$ cat src/rtl/core/rmq_pkg.sv
// ----------------------------------------------------------------------------
// rmq_pkg
// Shared types, constants and helpers for the rotation matrix to quaternion
// pipeline.
// ----------------------------------------------------------------------------
package rmq_pkg;

  localparam int SqrtSteps = 26;
  localparam int DivSteps  = 27;

  localparam logic signed [17:0] QMAX = 18'sd131071;
  localparam logic signed [17:0] QMIN = -18'sd131072;
  localparam logic signed [20:0] ONE_Q16 = 21'sd65536;

  // component slots
  localparam logic [1:0] COMP_X = 2'd0;
  localparam logic [1:0] COMP_Y = 2'd1;
  localparam logic [1:0] COMP_Z = 2'd2;
  localparam logic [1:0] COMP_W = 2'd3;

  typedef struct packed {
    logic [31:0]      pos_x;
    logic [31:0]      pos_y;
    logic [31:0]      pos_z;
    logic [3:0][18:0] mag;
    logic [3:0]       neg;
    logic [1:0]       hr;
    logic             degen;
    logic [25:0]      root;
  } side_t;

  // magnitude of a signed numerator
  function automatic logic [18:0] abs19(input logic signed [19:0] d);
    logic [19:0] n;
    n = -d;
    return d[19] ? n[18:0] : d[18:0];
  endfunction

endpackage

$ cat src/rtl/core/rmq_div.sv
// ----------------------------------------------------------------------------
// rmq_div
// Pipelined restoring divider: (mag * 2^23 + root / 2) / root, one quotient
// bit per stage.
// ----------------------------------------------------------------------------
module rmq_div
  import rmq_pkg::*;
(
  input  logic        clk,
  input  logic        en,
  input  logic [18:0] mag,
  input  logic [25:0] root,
  output logic [26:0] q
);

  logic [25:0] rem_r  [0:DivSteps];
  logic [26:0] op_r   [0:DivSteps];
  logic [25:0] dvs_r  [0:DivSteps];
  logic [26:0] quo_r  [0:DivSteps];
  logic [42:0] num_nxt;

  // numerator with rounding bias; upper bits are always below the divisor
  assign num_nxt = {1'b0, mag, 23'd0} + {18'd0, root[25:1]};

  always_ff @(posedge clk) begin
    if (en) begin
      rem_r[0] <= {10'd0, num_nxt[42:27]};
      op_r[0]  <= num_nxt[26:0];
      dvs_r[0] <= root;
      quo_r[0] <= '0;
    end
  end

  // one quotient bit per stage
  for (genvar k = 1; k <= DivSteps; k++) begin : g_step
    logic [26:0] sh;
    logic [26:0] diff;
    logic        ge;
    assign sh   = {rem_r[k-1], op_r[k-1][26]};
    assign diff = sh - {1'b0, dvs_r[k-1]};
    assign ge   = sh >= {1'b0, dvs_r[k-1]};
    always_ff @(posedge clk) begin
      if (en) begin
        rem_r[k] <= ge ? diff[25:0] : sh[25:0];
        op_r[k]  <= {op_r[k-1][25:0], 1'b0};
        dvs_r[k] <= dvs_r[k-1];
        quo_r[k] <= {quo_r[k-1][25:0], ge};
      end
    end
  end

  assign q = quo_r[DivSteps];

endmodule

$ cat config.mk
export PLATFORM = sky130hd
export DESIGN_NAME = rmq_div
export DESIGN_NICKNAME = d
export VERILOG_FILES = /design/src/rtl/core/rmq_pkg.sv /design/src/rtl/core/rmq_div.sv
export SDC_FILE = /design/constraint.sdc
export NUM_CORES = 2
export LEC_CHECK = 0
export CAP_MARGIN = 20
export CORE_ASPECT_RATIO = 1.25
export CORE_MARGIN = 2
export CORE_UTILIZATION = 35
export DETAILED_ROUTE_END_ITERATION = 10
export DONT_BUFFER_PORTS = 1
export GPL_TIMING_DRIVEN = 0
export PLACE_DENSITY = 0.59
export SYNTH_ARGS = -nofsm -noshare
export SYNTH_HDL_FRONTEND = slang
export SYNTH_SLANG_ARGS = --single-unit
$ cat constraint.sdc
create_clock -name clk -period 3.2 [get_ports clk]
set_clock_uncertainty 0.15 [all_clocks]
set_input_delay 0.48 -clock clk [delete_from_list [all_inputs] [get_ports clk]]
set_output_delay 0.48 -clock clk [all_outputs]
set_load 0.1 [all_outputs]
==> results.py <==
metrics = {
    "cells_and_area": {
        "layout_commonest_cell": "edfxtp_1",
        "finalNetCount": 10004,
        "drive_gt1_share_pct": 26.08,
        "mostFrequentLayoutCells": "edfxtp_1 (1782), inv_1 (811), buf_4 (566), ha_1 (515), a21oi_1 (509)",
        "fill_cells": 25293,
        "final_util_pct": 44.69,
        "multi_input_area_um2": 47640,
        "ff_latch_area_um2": 53510,
        "area.growth.synth_to_final_pct": 27.23,
    },
    "clock_tree": {
        "cts-root-buf": "clkbuf_16",
        "clock_path_buffers": 4,
        "insertion_delay_ns": 0.87,
        "cts.sinks": 1782,
        "cts.clk_slew.worst_paths_ns": 0.06,
        "h-tree-depth": 4,
        "cts_tree": "done",
        "cts_buffers": 200,
    },
    "drt": {
        "firstDrtPassIters": 6,
        "post_drt_wl_per_cell_um": 20.56,
        "post-route-drc-count": 0,
        "dr_total_vias": 67620,
        "ant_nets": 0,
        "routed_via_density": 5.158,
        "routed_wirelength_um": 269500,
        "dr.first_iter.drc_count": 3969,
    },
    "floorplanning": {
        "start_util_pct": 35.13,
        "chipHeight_um": 595.4,
        "pin_count": 74,
        "die_x_um": 477.2,
        "dieArea_um2": 284100,
        "rows": 217,
        "coreArea_um2": 278800,
    },
    "yosys": {
        "synth_cell_types": 96,
        "synth_warnings": 0,
        "yosys-top-cells-area": "edfxtp_1 (55%), ha_1 (8.9%), inv_1 (3.4%)",
        "postSynthCellCount": 8297,
        "synth-seq-cells": 1782,
        "synth_top_area_share_pct": 54.63,
        "synth_area_per_cell_um2": 11.80,
        "yosys_most_used_dff": "edfxtp_1",
        "async_flop_share_pct": 0,
        "yosysTopAreaCell": "edfxtp_1",
        "seq_area_frac_synth_pct": 54.63,
        "synth_fp_nets": 9066,
        "syn_area_um2": 97950,
        "synth_edf_count": 1782,
    },
    "min_path": {
        "hold_path_class": "in2reg",
    },
    "worst_setup_path": {
        "worstPathRequired_ns": 3.67,
        "cp-end-kind": "flop",
        "critPathSlowestCell": "edfxtp_1",
        "worstSetupPathType": "reg2reg",
        "arrival_ns": 4.11,
        "cp_slowest_stage_delay_ns": 0.44,
        "crit_path_start_kind": "flop",
        "path_cells": "ha_4, nand2_2, a211o_1, a2111oi_4, o211a_1, o221ai_2, o21a_1, o31ai_2, a21o_1, buf_6, buf_12, buf_16, mux2_4",
        "crit_fanout": 5,
    },
    "timing": {
        "fin_crit_sh_pct": 113.7,
        "max_freq_mhz": 274.9,
        "finalCriticalPeriod_ns": 3.637,
        "hold_viol": 0,
        "relSlewSlack_pct": 24.47,
        "worst_slack_ns": -0.4375,
        "drv_slew": 0,
        "rsz0062_at_grt": "yes",
        "finalSetupViolCount": 364,
        "tns_ns": -60.82,
        "worst-slew-pin-transition_ns": 1.133,
    },
    "power": {
        "power_density_nw_per_um2": 1049,
        "p_leak_uw": 0.05009,
        "ir_drop_mv": 0.5268,
    },
    "placement": {
        "gp_congestion": 0.9068,
        "port_buffers": 0,
        "dp.final_hpwl_um": 190100,
    },
    "flow_run": {
        "max_cap_violations": 0,
    },
    "grt": {
        "first_global_vias": 69686,
        "grt_start_max_net_pins": 221,
        "antenna_found_initial": 3,
        "grt_pass1_wl_um": 405600,
        "overflow": 0,
        "track_usage_pct": 18.26,
    },
    "run_status": {
        "outcome": "finished with violations",
        "violations": "negative setup slack",
    },
}
[where the power goes]
part           internal (uW)  switching (uW)
Combinational          34100           35200
Sequential             34100            4210
Clock                  13700            9480
Total                  81900           48900
[registers in the layout (all words and copies together) (netlist names)]
name and cells:
rem_r 692, dvs_r 702, quo_r 378, op_r 10
[worst paths after layout]
path | depth (start not counted) | slack, ns | endpoint | startpoint
hold / removal | 1 | 0.03 | rem_r[0][186] | en
setup / recovery | 13 | -0.44 | rem_r[0][165] | rem_r[0][132]
setup reg to reg | 13 | -0.44 | rem_r[0][165] | rem_r[0][132]
hold reg to reg | 0 | 0.20 | quo_r[13][46] | quo_r[13][18]
[synth_stat cells, types with 140 or more instances]
library cell / n
a21o_1: 333
a21oi_1: 669
edfxtp_1: 1782
ha_1: 695
inv_1: 893
mux2_2: 253
nand2_1: 422
nand3_1: 140
nor2_1: 430
o21ai_0: 379
xnor2_1: 340
xor2_1: 215
[metal layers]
layer	up-vias	global-route usage, %	routed length [um]
met1	33071	19.81	102100
met2	1374	34.39	141900
met3	634	1.898	8070
met4	0	10.20	17470
met5	-	0	0
li1	32541	-	-
[per-stage QoR]
stage | worst slack [ns] | instances | cell area [um^2] | hold slack (ns) | total power, uW
final | -0.4375 | 13109 | 124600 | 0.03192 | 130800
after CTS | -0.4590 | 12937 | 121000 | 0.005521 | 126600
after floorplan | -0.08142 | 8297 | 98310 | 0.2503 | 72840
after global routing | -0.5251 | 13108 | 124600 | 0.04180 | 138200
after detailed placement | -1.595 | 12028 | 103200 | 0.2545 | 87840
after global placement | -1.461 | 12020 | 103000 | 0.2509 | 87300
[timing repair]
item	in CTS	in global routing
endpoints found under the hold margin	100	0
buffers inserted	484	210
gates cloned	32	8
endpoints found under the setup margin	901	673
hold buffers	57	0
gates resized for setup	1451	573
pin swaps	357	353
[cells by family (layout without fill, tap and decap cells)]
logic type	count (synthesis)	in the layout	synth area share, %
muxes	408	408	4.654
xor gates and xnor gates	555	555	4.963
buffers and inverters	1081	2168	4.385
DFF	1782	1782	54.63
adders and majority gates	722	722	9.430
and+or+nand+nor	1666	1666	8.301
other	0	2	0
AOI/OAI and AO/OA	2083	2083	13.63
[critical path: cells and delay by family, from the launching register on]
kind	cells	cell delay, ns
compound gates	7	1.70
flops	1	0.44
buf+inv	3	0.37
fa+ha+maj	1	0.32
mux	1	0.32
simple gates	1	0.08
[layout make-up]
| cell class | instances | share of cell area [%] |
|---|---|---|
| inverters | 895 | 2.712 |
| repair buffers | 768 | 5.926 |
| diodes | 2 | 0.004016 |
| flip-flops and latches | 1782 | 42.94 |
| plain buffers | 154 | 1.227 |
| multi-input cells | 5434 | 38.23 |
| clock buffers | 229 | 4.155 |
| well taps | 3723 | 3.738 |
| clock inverters | 122 | 1.066 |
No activity file was read; power rests on OpenSTA's default activity.
